===== src/hw/rtl/sxt_pkg.sv =====
// Shared types and constants for the s-expression tokenizer.
// Used by sxt_scan, sxt_outq and s_expression_tokenizer; no dependencies.
`default_nettype none

package sxt_pkg;

    // Default longest line, in characters
    localparam int MAX_LINE_DEF = 4096;

    // Fixed field widths of a result beat
    localparam int POS_OUT_W = 12;
    localparam int LEN_W     = 13;
    localparam int LEN_MAX   = 8191;

    // Result queue geometry
    localparam int Q_DEPTH = 4;
    localparam int Q_AW    = 2;
    localparam int Q_CW    = 3;

    // Character codes
    localparam logic [7:0] CH_LPAR    = 8'h28;
    localparam logic [7:0] CH_RPAR    = 8'h29;
    localparam logic [7:0] CH_DQUOTE  = 8'h22;
    localparam logic [7:0] CH_SQUOTE  = 8'h27;
    localparam logic [7:0] CH_MINUS   = 8'h2D;
    localparam logic [7:0] CH_DOT     = 8'h2E;
    localparam logic [7:0] CH_LOWER_T = 8'h74;
    localparam logic [7:0] CH_UPPER_T = 8'h54;

    // Input action codes
    localparam logic ACT_CHAR = 1'b0;
    localparam logic ACT_EOL  = 1'b1;

    typedef enum logic [2:0] {
        KIND_OPEN   = 3'd0,
        KIND_CLOSE  = 3'd1,
        KIND_NIL    = 3'd2,
        KIND_NUMBER = 3'd3,
        KIND_STRING = 3'd4,
        KIND_SYMBOL = 3'd5,
        KIND_QUOTE  = 3'd6,
        KIND_TRUE   = 3'd7
    } t_kind;

    typedef struct packed {
        t_kind                  kind;
        logic [POS_OUT_W-1:0]   start_pos;
        logic [LEN_W-1:0]       token_len;
        logic                   unmatched_quote;
        logic                   line_overflow;
        logic                   last_of_run;
    } t_tok;

    // Results of one accepted beat, pushed into the queue together
    typedef struct packed {
        logic [1:0] cnt;
        t_tok       tok0;
        t_tok       tok1;
    } t_push;

endpackage

`default_nettype wire


===== src/hw/rtl/s_expression_tokenizer.sv =====
// Top level of the s-expression tokenizer: scanner plus result queue.
// Depends on sxt_pkg, sxt_scan and sxt_outq.
//
// Usage:
//   Input channel (i_valid / o_stall): one beat is either a character of the
//   line (i_action = 0, byte on i_char_code) or an end of line (i_action = 1).
//   A beat is taken at a rising edge with i_valid high and o_stall low.
//   Output channel (o_valid / i_stall): one beat per token, giving kind, start
//   offset, length and flags; o_last_of_run marks the final token of a beat.
//   Result path: a token caused by a beat is written into the result queue
//   when that beat is taken and is presented once it reaches the queue head.
//   Throughput: one input beat per cycle while o_stall is low; the output
//   port drains one token per cycle while i_stall is low. A beat can yield
//   two tokens (a close paren or quote after an atom, a quote after an open
//   paren). A four-entry result queue sits between the two sides; o_stall
//   rises while it holds more than two tokens. Scanner state is registered.
//   Output stall: tokens wait in the queue with the head held steady; the
//   input keeps flowing until the queue is near full.
//   Reset (synchronous, active low): empty the queue, return to idle between
//   tokens at line offset zero with the overflow flag clear.
`default_nettype none

module s_expression_tokenizer #(
    parameter int MAX_LINE = sxt_pkg::MAX_LINE_DEF
) (
    input  wire logic                          i_clk,
    input  wire logic                          i_rst_n,
    input  wire logic                          i_valid,
    output logic                               o_stall,
    input  wire logic                          i_action,
    input  wire logic [7:0]                    i_char_code,
    output logic                               o_valid,
    input  wire logic                          i_stall,
    output logic [2:0]                         o_token_kind,
    output logic [sxt_pkg::POS_OUT_W-1:0]      o_start_pos,
    output logic [sxt_pkg::LEN_W-1:0]          o_token_len,
    output logic                               o_unmatched_quote,
    output logic                               o_line_overflow,
    output logic                               o_last_of_run
);
    import sxt_pkg::*;

    t_push             push;
    t_tok              head;
    logic              in_fire;
    logic              out_fire;
    logic              no_room;
    logic [Q_CW-1:0]   q_cnt;

    // Take a beat only while the queue can absorb two tokens
    assign in_fire  = i_valid && !no_room;
    assign out_fire = o_valid && !i_stall;
    assign o_stall  = no_room;

    sxt_scan #(
        .MAX_LINE (MAX_LINE)
    ) u_scan (
        .i_clk       (i_clk),
        .i_rst_n     (i_rst_n),
        .i_fire      (in_fire),
        .i_action    (i_action),
        .i_char_code (i_char_code),
        .o_push      (push)
    );

    sxt_outq u_outq (
        .i_clk     (i_clk),
        .i_rst_n   (i_rst_n),
        .i_push    (push),
        .i_pop     (out_fire),
        .o_head    (head),
        .o_valid   (o_valid),
        .o_no_room (no_room),
        .o_cnt     (q_cnt)
    );

    // Drive the output beat from the queue head
    assign o_token_kind      = head.kind;
    assign o_start_pos       = head.start_pos;
    assign o_token_len       = head.token_len;
    assign o_unmatched_quote = head.unmatched_quote;
    assign o_line_overflow   = head.line_overflow;
    assign o_last_of_run     = head.last_of_run;

    // Tokens appear only from an accepted beat
    a_push_needs_beat: assert property (@(posedge i_clk) disable iff (!i_rst_n)
        (push.cnt != 2'd0) |-> in_fire)
        else $error("tokens produced without an accepted beat");

    // An accepted beat always finds room for two tokens
    a_room_on_beat: assert property (@(posedge i_clk) disable iff (!i_rst_n)
        in_fire |-> (q_cnt <= Q_CW'(Q_DEPTH - 2)))
        else $error("beat accepted without queue room");

    // Single-character tokens carry length one
    a_single_len: assert property (@(posedge i_clk) disable iff (!i_rst_n)
        (o_valid && (head.kind == KIND_OPEN || head.kind == KIND_CLOSE ||
                     head.kind == KIND_QUOTE)) |-> (head.token_len == LEN_W'(1)))
        else $error("paren or quote token with wrong length");

    // Nil spans exactly the two parens
    a_nil_len: assert property (@(posedge i_clk) disable iff (!i_rst_n)
        (o_valid && head.kind == KIND_NIL) |-> (head.token_len == LEN_W'(2)))
        else $error("nil token with wrong length");

    // Only a string can be flagged as unterminated
    a_unmatched_is_string: assert property (@(posedge i_clk) disable iff (!i_rst_n)
        (o_valid && head.unmatched_quote) |-> (head.kind == KIND_STRING && head.last_of_run))
        else $error("unmatched quote flag on a non-string token");

endmodule

`default_nettype wire


===== src/hw/rtl/sxt_scan.sv =====
// Character scanner: mode register, line position and pending-token state.
// Turns one accepted beat into zero, one or two result tokens. Uses sxt_pkg.
`default_nettype none

module sxt_scan #(
    parameter int MAX_LINE = 4096
) (
    input  wire logic          i_clk,
    input  wire logic          i_rst_n,
    input  wire logic          i_fire,
    input  wire logic          i_action,
    input  wire logic [7:0]    i_char_code,
    output sxt_pkg::t_push     o_push
);
    import sxt_pkg::*;

    localparam int POS_W = $clog2(MAX_LINE);
    localparam logic [POS_W-1:0] POS_LAST = POS_W'(MAX_LINE - 1);
    localparam logic [LEN_W-1:0] LEN_CAP =
        LEN_W'((MAX_LINE < LEN_MAX) ? MAX_LINE : LEN_MAX);

    typedef enum logic [1:0] {
        MODE_IDLE  = 2'd0,
        MODE_ATOM  = 2'd1,
        MODE_STR   = 2'd2,
        MODE_PAREN = 2'd3
    } t_mode;

    t_mode              r_mode,      n_mode;
    logic [POS_W-1:0]   r_line_pos,  n_line_pos;
    logic [POS_W-1:0]   r_tok_start, n_tok_start;
    logic [LEN_W-1:0]   r_len,       n_len;
    logic [7:0]         r_first,     n_first;
    logic               r_num,       n_num;
    logic               r_dot,       n_dot;
    logic               r_ovf,       n_ovf;

    t_tok               res [2];
    logic [1:0]         cnt;
    logic               go_idle;
    logic               ovf_cur;
    logic [7:0]         c;
    logic [POS_W-1:0]   pos;

    function automatic logic [POS_OUT_W-1:0] to_out(input logic [POS_W-1:0] p);
        logic [POS_W+POS_OUT_W-1:0] ext;
        ext = {{POS_OUT_W{1'b0}}, p};
        return ext[POS_OUT_W-1:0];
    endfunction

    function automatic logic is_digit(input logic [7:0] ch);
        return (ch inside {[8'h30:8'h39]});
    endfunction

    function automatic logic is_space(input logic [7:0] ch);
        return (ch inside {8'd32, [8'd9:8'd13]});
    endfunction

    function automatic logic is_sep(input logic [7:0] ch);
        return is_space(ch) || (ch inside {CH_LPAR, CH_RPAR, CH_DQUOTE, CH_SQUOTE});
    endfunction

    function automatic t_kind atom_kind(input logic num, input logic [7:0] fc,
                                        input logic [LEN_W-1:0] len);
        logic is_num;
        is_num = num && !(fc == CH_MINUS && len < LEN_W'(2));
        if (is_num) begin
            return KIND_NUMBER;
        end
        if (len == LEN_W'(1) && (fc == CH_LOWER_T || fc == CH_UPPER_T)) begin
            return KIND_TRUE;
        end
        return KIND_SYMBOL;
    endfunction

    function automatic t_tok mk_tok(input t_kind k, input logic [POS_W-1:0] s,
                                    input logic [LEN_W-1:0] l, input logic unm,
                                    input logic ovf);
        t_tok t;
        t.kind            = k;
        t.start_pos       = to_out(s);
        t.token_len       = l;
        t.unmatched_quote = unm;
        t.line_overflow   = ovf;
        t.last_of_run     = 1'b0;
        return t;
    endfunction

    always_comb begin
        n_mode      = r_mode;
        n_line_pos  = r_line_pos;
        n_tok_start = r_tok_start;
        n_len       = r_len;
        n_first     = r_first;
        n_num       = r_num;
        n_dot       = r_dot;
        n_ovf       = r_ovf;
        res[0]      = '0;
        res[1]      = '0;
        cnt         = 2'd0;
        go_idle     = 1'b0;
        c           = i_char_code;
        pos         = r_line_pos;
        ovf_cur     = r_ovf;

        if (i_fire && i_action == ACT_EOL) begin
            // Flush whatever is pending, then clear the line
            case (r_mode)
                MODE_ATOM: begin
                    res[0] = mk_tok(atom_kind(r_num, r_first, r_len), r_tok_start,
                                    r_len, 1'b0, r_ovf);
                    cnt    = 2'd1;
                end
                MODE_PAREN: begin
                    res[0] = mk_tok(KIND_OPEN, r_tok_start, LEN_W'(1), 1'b0, r_ovf);
                    cnt    = 2'd1;
                end
                MODE_STR: begin
                    res[0] = mk_tok(KIND_STRING, r_tok_start, r_len, 1'b1, r_ovf);
                    cnt    = 2'd1;
                end
                default: begin
                    cnt = 2'd0;
                end
            endcase
            n_mode      = MODE_IDLE;
            n_line_pos  = '0;
            n_tok_start = '0;
            n_len       = '0;
            n_first     = '0;
            n_num       = 1'b0;
            n_dot       = 1'b0;
            n_ovf       = 1'b0;
        end else if (i_fire) begin
            // Advance the position, or saturate and flag
            if (r_line_pos != POS_LAST) begin
                n_line_pos = r_line_pos + 1'b1;
            end else begin
                n_ovf = 1'b1;
            end
            ovf_cur = n_ovf;

            case (r_mode)
                MODE_ATOM: begin
                    if (is_sep(c)) begin
                        res[0]  = mk_tok(atom_kind(r_num, r_first, r_len), r_tok_start,
                                         r_len, 1'b0, ovf_cur);
                        cnt     = 2'd1;
                        go_idle = 1'b1;
                    end else begin
                        if (r_len == LEN_W'(1) && r_first == CH_MINUS && !is_digit(c)) begin
                            n_num = 1'b0;
                        end
                        if (!is_digit(c)) begin
                            if (c == CH_DOT && !r_dot) begin
                                n_dot = 1'b1;
                            end else begin
                                n_num = 1'b0;
                            end
                        end
                        if (r_len < LEN_CAP) begin
                            n_len = r_len + 1'b1;
                        end
                    end
                end
                MODE_STR: begin
                    if (c == CH_DQUOTE) begin
                        res[0] = mk_tok(KIND_STRING, r_tok_start, r_len, 1'b0, ovf_cur);
                        cnt    = 2'd1;
                        n_mode = MODE_IDLE;
                    end else if (r_len < LEN_CAP) begin
                        n_len = r_len + 1'b1;
                    end
                end
                MODE_PAREN: begin
                    if (c == CH_RPAR) begin
                        res[0] = mk_tok(KIND_NIL, r_tok_start, LEN_W'(2), 1'b0, ovf_cur);
                        cnt    = 2'd1;
                        n_mode = MODE_IDLE;
                    end else begin
                        res[0]  = mk_tok(KIND_OPEN, r_tok_start, LEN_W'(1), 1'b0, ovf_cur);
                        cnt     = 2'd1;
                        go_idle = 1'b1;
                    end
                end
                default: begin
                    go_idle = 1'b1;
                end
            endcase

            // Handle the character as if nothing were pending
            if (go_idle) begin
                n_mode = MODE_IDLE;
                if (is_space(c)) begin
                    n_mode = MODE_IDLE;
                end else if (c == CH_DQUOTE) begin
                    n_mode      = MODE_STR;
                    n_tok_start = (pos == POS_LAST) ? pos : pos + 1'b1;
                    n_len       = '0;
                end else if (c == CH_LPAR) begin
                    n_mode      = MODE_PAREN;
                    n_tok_start = pos;
                end else if (c == CH_RPAR) begin
                    res[cnt[0]] = mk_tok(KIND_CLOSE, pos, LEN_W'(1), 1'b0, ovf_cur);
                    cnt         = cnt + 2'd1;
                end else if (c == CH_SQUOTE) begin
                    res[cnt[0]] = mk_tok(KIND_QUOTE, pos, LEN_W'(1), 1'b0, ovf_cur);
                    cnt         = cnt + 2'd1;
                end else begin
                    n_mode      = MODE_ATOM;
                    n_tok_start = pos;
                    n_len       = LEN_W'(1);
                    n_first     = c;
                    n_num       = is_digit(c) || (c == CH_MINUS);
                    n_dot       = 1'b0;
                end
            end
        end

        // Mark the final result of this beat
        if (cnt == 2'd1) begin
            res[0].last_of_run = 1'b1;
        end else if (cnt == 2'd2) begin
            res[1].last_of_run = 1'b1;
        end
    end

    always_ff @(posedge i_clk) begin
        if (!i_rst_n) begin
            r_mode      <= MODE_IDLE;
            r_line_pos  <= '0;
            r_tok_start <= '0;
            r_len       <= '0;
            r_first     <= '0;
            r_num       <= 1'b0;
            r_dot       <= 1'b0;
            r_ovf       <= 1'b0;
        end else begin
            r_mode      <= n_mode;
            r_line_pos  <= n_line_pos;
            r_tok_start <= n_tok_start;
            r_len       <= n_len;
            r_first     <= n_first;
            r_num       <= n_num;
            r_dot       <= n_dot;
            r_ovf       <= n_ovf;
        end
    end

    assign o_push.cnt  = cnt;
    assign o_push.tok0 = res[0];
    assign o_push.tok1 = res[1];

endmodule

`default_nettype wire


===== src/hw/rtl/sxt_outq.sv =====
// Result queue: takes up to two tokens per cycle, hands out one per beat.
// Acts as the output register of the tokenizer. Uses sxt_pkg.
`default_nettype none

module sxt_outq (
    input  wire logic          i_clk,
    input  wire logic          i_rst_n,
    input  wire sxt_pkg::t_push i_push,
    input  wire logic          i_pop,
    output sxt_pkg::t_tok      o_head,
    output logic               o_valid,
    output logic               o_no_room,
    output logic [sxt_pkg::Q_CW-1:0] o_cnt
);
    import sxt_pkg::*;

    t_tok              r_mem [Q_DEPTH];
    logic [Q_AW-1:0]   r_wp, n_wp;
    logic [Q_AW-1:0]   r_rp, n_rp;
    logic [Q_CW-1:0]   r_cnt, n_cnt;

    always_comb begin
        n_wp  = r_wp + Q_AW'(i_push.cnt);
        n_rp  = r_rp + Q_AW'(i_pop);
        n_cnt = r_cnt + Q_CW'(i_push.cnt) - Q_CW'(i_pop);
    end

    always_ff @(posedge i_clk) begin
        if (i_push.cnt != 2'd0) begin
            r_mem[r_wp] <= i_push.tok0;
        end
        if (i_push.cnt == 2'd2) begin
            r_mem[r_wp + 1'b1] <= i_push.tok1;
        end
    end

    always_ff @(posedge i_clk) begin
        if (!i_rst_n) begin
            r_wp  <= '0;
            r_rp  <= '0;
            r_cnt <= '0;
        end else begin
            r_wp  <= n_wp;
            r_rp  <= n_rp;
            r_cnt <= n_cnt;
        end
    end

    assign o_head    = r_mem[r_rp];
    assign o_valid   = (r_cnt != '0);
    assign o_no_room = (r_cnt > Q_CW'(Q_DEPTH - 2));
    assign o_cnt     = r_cnt;

endmodule

`default_nettype wire

===== config.mk =====
export PLATFORM = sky130hd
export DESIGN_NAME = s_expression_tokenizer
export DESIGN_NICKNAME = d
export VERILOG_FILES = /design/src/hw/rtl/sxt_pkg.sv /design/src/hw/rtl/s_expression_tokenizer.sv /design/src/hw/rtl/sxt_scan.sv /design/src/hw/rtl/sxt_outq.sv
export SDC_FILE = /design/constraint.sdc
export NUM_CORES = 1
export LEC_CHECK = 0
export BUFFER_PORTS_ARGS = -buffer_cell sky130_fd_sc_hd__buf_2
export CAP_MARGIN = 20
export CORE_MARGIN = 1.5
export CORE_UTILIZATION = 67
export CTS_CLUSTER_DIAMETER = 200
export DETAILED_ROUTE_END_ITERATION = 8
export GPL_ROUTABILITY_DRIVEN = 0
export PLACE_DENSITY_LB_ADDON = 0.08
export SLEW_MARGIN = 5
export SYNTH_ARGS = -nofsm -noshare
export SYNTH_HDL_FRONTEND = slang
export SYNTH_SLANG_ARGS = --single-unit
export TNS_END_PERCENT = 5

===== constraint.sdc =====
create_clock -name i_clk -period 12.9 [get_ports i_clk]
set_clock_uncertainty 0.1 [all_clocks]
set_input_delay 1.29 -clock i_clk [delete_from_list [all_inputs] [get_ports i_clk]]
set_output_delay 1.29 -clock i_clk [all_outputs]
set_load 0.05 [all_outputs]

==> results.md <==
Status:
- The flow ran to the end, and the final reports show no timing, DRC or antenna violations.

Timing:
- The minimum period implied by the final worst setup slack is 5.95 ns.
- The count of endpoints failing hold in the final timing report is 0.
- The max-slew violation count is 0.
- The slew at the pin closest to its max-slew limit is between 1 and 1.5 ns.
- For this run, the top clock speed supported by timing is between 150 and 200 MHz.
- Setup repair after global routing left no endpoint under its margin.
- The worst hold-check slack is 0.404 ns.
- The number of endpoints failing setup at the final stage is 0.
- The final worst-path cycle share is around 46%.
- Across all setup checks in the final design, the least slack found is about 7 ns.
- Headroom to the max-slew limit came out at between 20% and 30%.
- After routing, the total negative slack on setup checks comes to 0 ns.

Die:
- The die is approximately 120 um wide.
- The die covers 14800 um^2.
- The number of rows created at floorplan is 43.
- The total area inside the core boundary comes to between 10000 and 15000 um^2.
- The effective utilization at floorplan is between 60% and 70%.
- The die outline height is 122 um.
- For this design the top-level I/O count stands at between 40 and 50.

Clock network:
- The clock tree buffer depth is 2.
- The number of hold buffers added after CTS was 0.
- The clock drives around 180 sinks.
- TritonCTS built the clock tree.
- Counting the buffers created by CTS gives 17.
- The number of buffers inserted to repair setup after CTS is 0.
- After clock tree synthesis, the clock-pin slew on the worst setup and hold paths is roughly 0.06 ns.
- The post-cts gate resize count is 0.
- The number of H-tree levels is 4.
- At the later pin of the worst-skew pair, clock insertion delay measures approximately 0.43 ns.
- The cell chosen for the clock root is sky130_fd_sc_hd__clkbuf_16.

Yosys:
- In the synthesized netlist the dominant register cell turns out to be sky130_fd_sc_hd__edfxtp_1.
- The synthesized netlist contains slightly below 80 unique library cells.
- Synthesis produced a netlist whose cell count is 870.
- The async set-or-reset flop fraction in the synthesized netlist is 0%.
- Of the synthesized area, sequential elements account for 51.7%.
- The summed instance area of the synthesized netlist is between 9000 and 10000 um^2.
- After synthesis the netlist holds a flip-flop and latch count of between 150 and 200.
- The number of flops mapped to enable cells by yosys is ~120.
- The number of nets handed over by synthesis was ~900.
- For this run, the number of Yosys warnings is 0.
- Each instance of the synthesized netlist takes up on average 10.8 um^2.

Power:
- The register share of total power is a little over two fifths.
- In this run the static leakage power is approximately 0.0039 uW.
- The net switching component of the power is roughly 520 uW.
- The clock network power share is a little under a third.
- The internal power of the cells is 1030 uW.
- The relative contribution of combinational cells to total power is approximately a quarter.
- The net switching fraction of the power is about a third.
- Across the VDD grid, the largest voltage drop is ~85 uV.
- Dividing total power by cell area gives a power density of between 150 and 200 nW/um^2.

Routing:
- The final routed wire length divided by cell count is between 20 and 25 um.
- Dividing the detail-routed via count by the number of cells gives just under 7.
- In this run the remaining antenna-violating nets after routing total 0.
- The first routing iteration left 1070 violations.
- The number of search-and-repair iterations in the first detailed-routing pass is 6.
- The total wire length is approximately 24000 um.
- For this run, design rule violations remaining after detail routing come to 0.
- The routed layout has about 7300 vias.

Flow run:
- The tool flagged a number of max-cap violations equal to 0.

Worst hold path:
- The kind of path behind the tightest hold check is flop to flop.

Worst setup path:
- STA classifies the critical path startpoint as an input pin.
- At the worst endpoint, the arrival time is roughly 6 ns.
- On the worst path, the slowest cell contributes a delay of between 1 and 1.5 ns.
- Counting stages on the worst path, the most repeated cell is sky130_fd_sc_hd__o2111a_1.
- The worst setup path category is input pin to flop.
- The data required time of the critical path is 12.92 ns.
- The biggest fanout along the worst timing path is 26.
- The slowest stage of the critical path is the sky130_fd_sc_hd__o2111a_1 cell.
- Walking the worst path, the cells encountered are buf_2, or2_1, o2111a_1, a31o_2, nor2_1, inv_1, ha_1, mux2_2, o21ai_2, o2111a_1, xnor2_1, o22ai_1.
- STA classifies the critical path endpoint as a flop.

Place:
- The placed instance area is a little under 10000 um^2.
- Once detailed placement completed, the half-perimeter wirelength came to around 16000 um.
- Port buffering added 45 buffers.
- Before CTS, the worst setup slack after placement is between 6 and 7 ns.

Final layout:
- The core occupancy in the finished layout is roughly 74%.
- Of the cells placed in the final design, the portion with a size suffix greater than 1 is roughly 16%.
- The design area is a little over 10000 um^2.
- The number of nets in the finished design is around 910.
- The layout-stage area growth over the synthesis result is 9.13%.
- The total of fill cells in the finished design is between 900 and 1000.
- The number of inserted diodes is 0.

GRT:
- The maximum number of pins on one net before global-route repair is between 40 and 50.
- The aggregate global-route resource usage is 33.3%.
- The first global-routing pass estimated about 37000 um of wire.
- Summed over all layers, the global routing overflow is 0.
- The number of global-route vias before repair is 6990.
- The number of antenna violations at the first check in global routing is 0.
power by group through the flow:
stage / Sequential (uW) / Combinational (uW) / Clock, uW
floorplan: 665 / 324 / 0
global placement: 693 / 368 / 0
detailed placement: 681 / 402 / 0
CTS: 669 / 408 / 470
global route: 672 / 433 / 487
finish: 669 / 409 / 468
critical path: cells and delay by family:
family / cells / cell delay [ns]
AOI/OAI and AO/OA: 5 / 2.22
and+or+nand+nor: 2 / 0.82
xor gates and xnor gates: 1 / 0.56
buffers and inverters: 2 / 0.45
adders and majority gates: 1 / 0.33
muxes: 1 / 0.27
worst paths after layout:
check | slack [ns] | cells past startpoint | start | end
setup / recovery | 6.95 | 12 | i_char_code[2] | u_outq.r_mem[3][18]$_DFFE_PP_
hold / removal | 0.40 | 2 | u_scan.r_tok_start[2]$_SDFFE_PP0P_ | u_scan.r_tok_start[2]$_SDFFE_PP0P_
setup reg to reg | 7.23 | 12 | u_scan.r_mode[0]$_SDFFE_PP0P_ | u_outq.r_mem[3][18]$_DFFE_PP_
hold reg to reg | 0.40 | 2 | u_scan.r_tok_start[2]$_SDFFE_PP0P_ | u_scan.r_tok_start[2]$_SDFFE_PP0P_
cell type report:
type	instances	area, um^2	share of cell area, %
Timing Repair Buffer	55	313	3.04
Clock buffer	21	450	4.38
Multi-Input combinational cell	604	4240	41.3
Sequential cell	181	4870	47.3
Clock inverter	11	82.6	0.804
Inverter	26	97.6	0.950
Tap cell	180	225	2.19
layout by cell type (no fill, tap or decap), types with 5 or more instances in the layout:
master                       Yosys  routed
sky130_fd_sc_hd__clkbuf_16       0      17
sky130_fd_sc_hd__ha_1           14      14
sky130_fd_sc_hd__and2_1          9       9
sky130_fd_sc_hd__edfxtp_1      124     124
sky130_fd_sc_hd__o211ai_1        6       6
sky130_fd_sc_hd__o31ai_1         8       5
sky130_fd_sc_hd__xor2_1         12      12
sky130_fd_sc_hd__o21ai_0        22      22
sky130_fd_sc_hd__a211oi_1       13      13
sky130_fd_sc_hd__nor4_1          7       7
sky130_fd_sc_hd__nand2b_1        6       6
sky130_fd_sc_hd__nor2_1        126     124
sky130_fd_sc_hd__dfxtp_1        57      56
sky130_fd_sc_hd__o22ai_1        45      45
sky130_fd_sc_hd__buf_4           4       8
sky130_fd_sc_hd__nand2_1        83      83
sky130_fd_sc_hd__nand3_1        24      24
sky130_fd_sc_hd__xnor2_1        12      12
sky130_fd_sc_hd__mux2_2          5       5
sky130_fd_sc_hd__mux2i_1        17      17
sky130_fd_sc_hd__mux4_2         31      31
sky130_fd_sc_hd__clkinvlp_4      0       5
sky130_fd_sc_hd__inv_1          26      26
sky130_fd_sc_hd__and3_1         12      12
sky130_fd_sc_hd__buf_2          12      45
sky130_fd_sc_hd__nor3_1         14      14
sky130_fd_sc_hd__a21oi_1        43      43
layer usage:
| metal | global-route usage, % | wire length, um | up-vias |
|---|---|---|---|
| met2 | 53.9 | 11600 | 437 |
| li1 | - | - | 3307 |
| met3 | 7.12 | 2320 | 62 |
| met5 | 0 | 0 | - |
| met1 | 44.5 | 9150 | 3530 |
| met4 | 12.5 | 595 | 0 |
sequential cells by signal, indices dropped and copies added (netlist names):
register and flops:
u_outq.r_mem 124, u_scan.r_len 13, u_scan.pos 12, u_scan.r_tok_start 12
u_scan.r_first 8, u_outq.o_cnt 3, u_outq.r_rp 2, u_outq.r_wp 2
u_scan.r_mode 2, u_scan.r_dot 1, u_scan.r_num 1, u_scan.r_ovf 1
cell usage after synthesis (3+ instances only):
master | count | area [um^2]
sky130_fd_sc_hd__dfxtp_1 | 57 | 1140
sky130_fd_sc_hd__buf_1 | 6 | 22.5
sky130_fd_sc_hd__xor2_1 | 12 | 105
sky130_fd_sc_hd__o2111a_1 | 3 | 33.8
sky130_fd_sc_hd__and3_1 | 12 | 75.1
sky130_fd_sc_hd__nand3_1 | 24 | 120
sky130_fd_sc_hd__a21oi_1 | 43 | 215
sky130_fd_sc_hd__clkbuf_1 | 36 | 135
sky130_fd_sc_hd__xnor2_1 | 12 | 105
sky130_fd_sc_hd__nand2_1 | 83 | 312
sky130_fd_sc_hd__or3_1 | 3 | 18.8
sky130_fd_sc_hd__o31ai_1 | 8 | 60.1
sky130_fd_sc_hd__edfxtp_1 | 124 | 3720
sky130_fd_sc_hd__nand2b_1 | 6 | 37.5
sky130_fd_sc_hd__o211ai_1 | 6 | 45.0
sky130_fd_sc_hd__a211oi_1 | 13 | 97.6
sky130_fd_sc_hd__a2111oi_0 | 3 | 26.3
sky130_fd_sc_hd__o21bai_1 | 4 | 30.0
sky130_fd_sc_hd__mux2i_1 | 17 | 170
sky130_fd_sc_hd__buf_2 | 12 | 60.1
sky130_fd_sc_hd__a32o_1 | 3 | 30.0
sky130_fd_sc_hd__buf_4 | 4 | 30.0
sky130_fd_sc_hd__ha_1 | 14 | 175
sky130_fd_sc_hd__or2_2 | 3 | 18.8
sky130_fd_sc_hd__nor2_1 | 126 | 473
sky130_fd_sc_hd__a22oi_1 | 4 | 30.0
sky130_fd_sc_hd__a21bo_2 | 4 | 40.0
sky130_fd_sc_hd__a32oi_1 | 3 | 26.3
sky130_fd_sc_hd__nor4_1 | 7 | 43.8
sky130_fd_sc_hd__a31oi_1 | 4 | 25.0
sky130_fd_sc_hd__nor3_1 | 14 | 70.1
sky130_fd_sc_hd__inv_1 | 26 | 97.6
sky130_fd_sc_hd__o41ai_1 | 3 | 26.3
sky130_fd_sc_hd__a2bb2oi_1 | 3 | 26.3
sky130_fd_sc_hd__mux4_2 | 31 | 698
sky130_fd_sc_hd__o22ai_1 | 45 | 282
sky130_fd_sc_hd__nand4_1 | 4 | 25.0
sky130_fd_sc_hd__o21ai_0 | 22 | 110
sky130_fd_sc_hd__o211a_1 | 3 | 30.0
sky130_fd_sc_hd__and2_1 | 9 | 56.3
sky130_fd_sc_hd__mux2_2 | 5 | 56.3
sky130_fd_sc_hd__nor2b_1 | 4 | 25.0
logic make-up after synthesis:
family | Yosys count | synth area share, %
DFF | 181 | 51.7
buffers and inverters | 85 | 3.79
muxes | 53 | 9.82
adders and majority gates | 15 | 2.07
xor gates and xnor gates | 24 | 2.23
and+or+nand+nor | 314 | 15.8
AOI/OAI and AO/OA | 198 | 14.7
metrics by stage:
step | total power [uW] | std cells
floorplan | 988 | 870
global placement | 1060 | 1044
detailed placement | 1080 | 1045
CTS | 1550 | 1077
global route | 1590 | 1078
finish | 1550 | 1078
No activity file was read; power rests on OpenSTA's default activity.
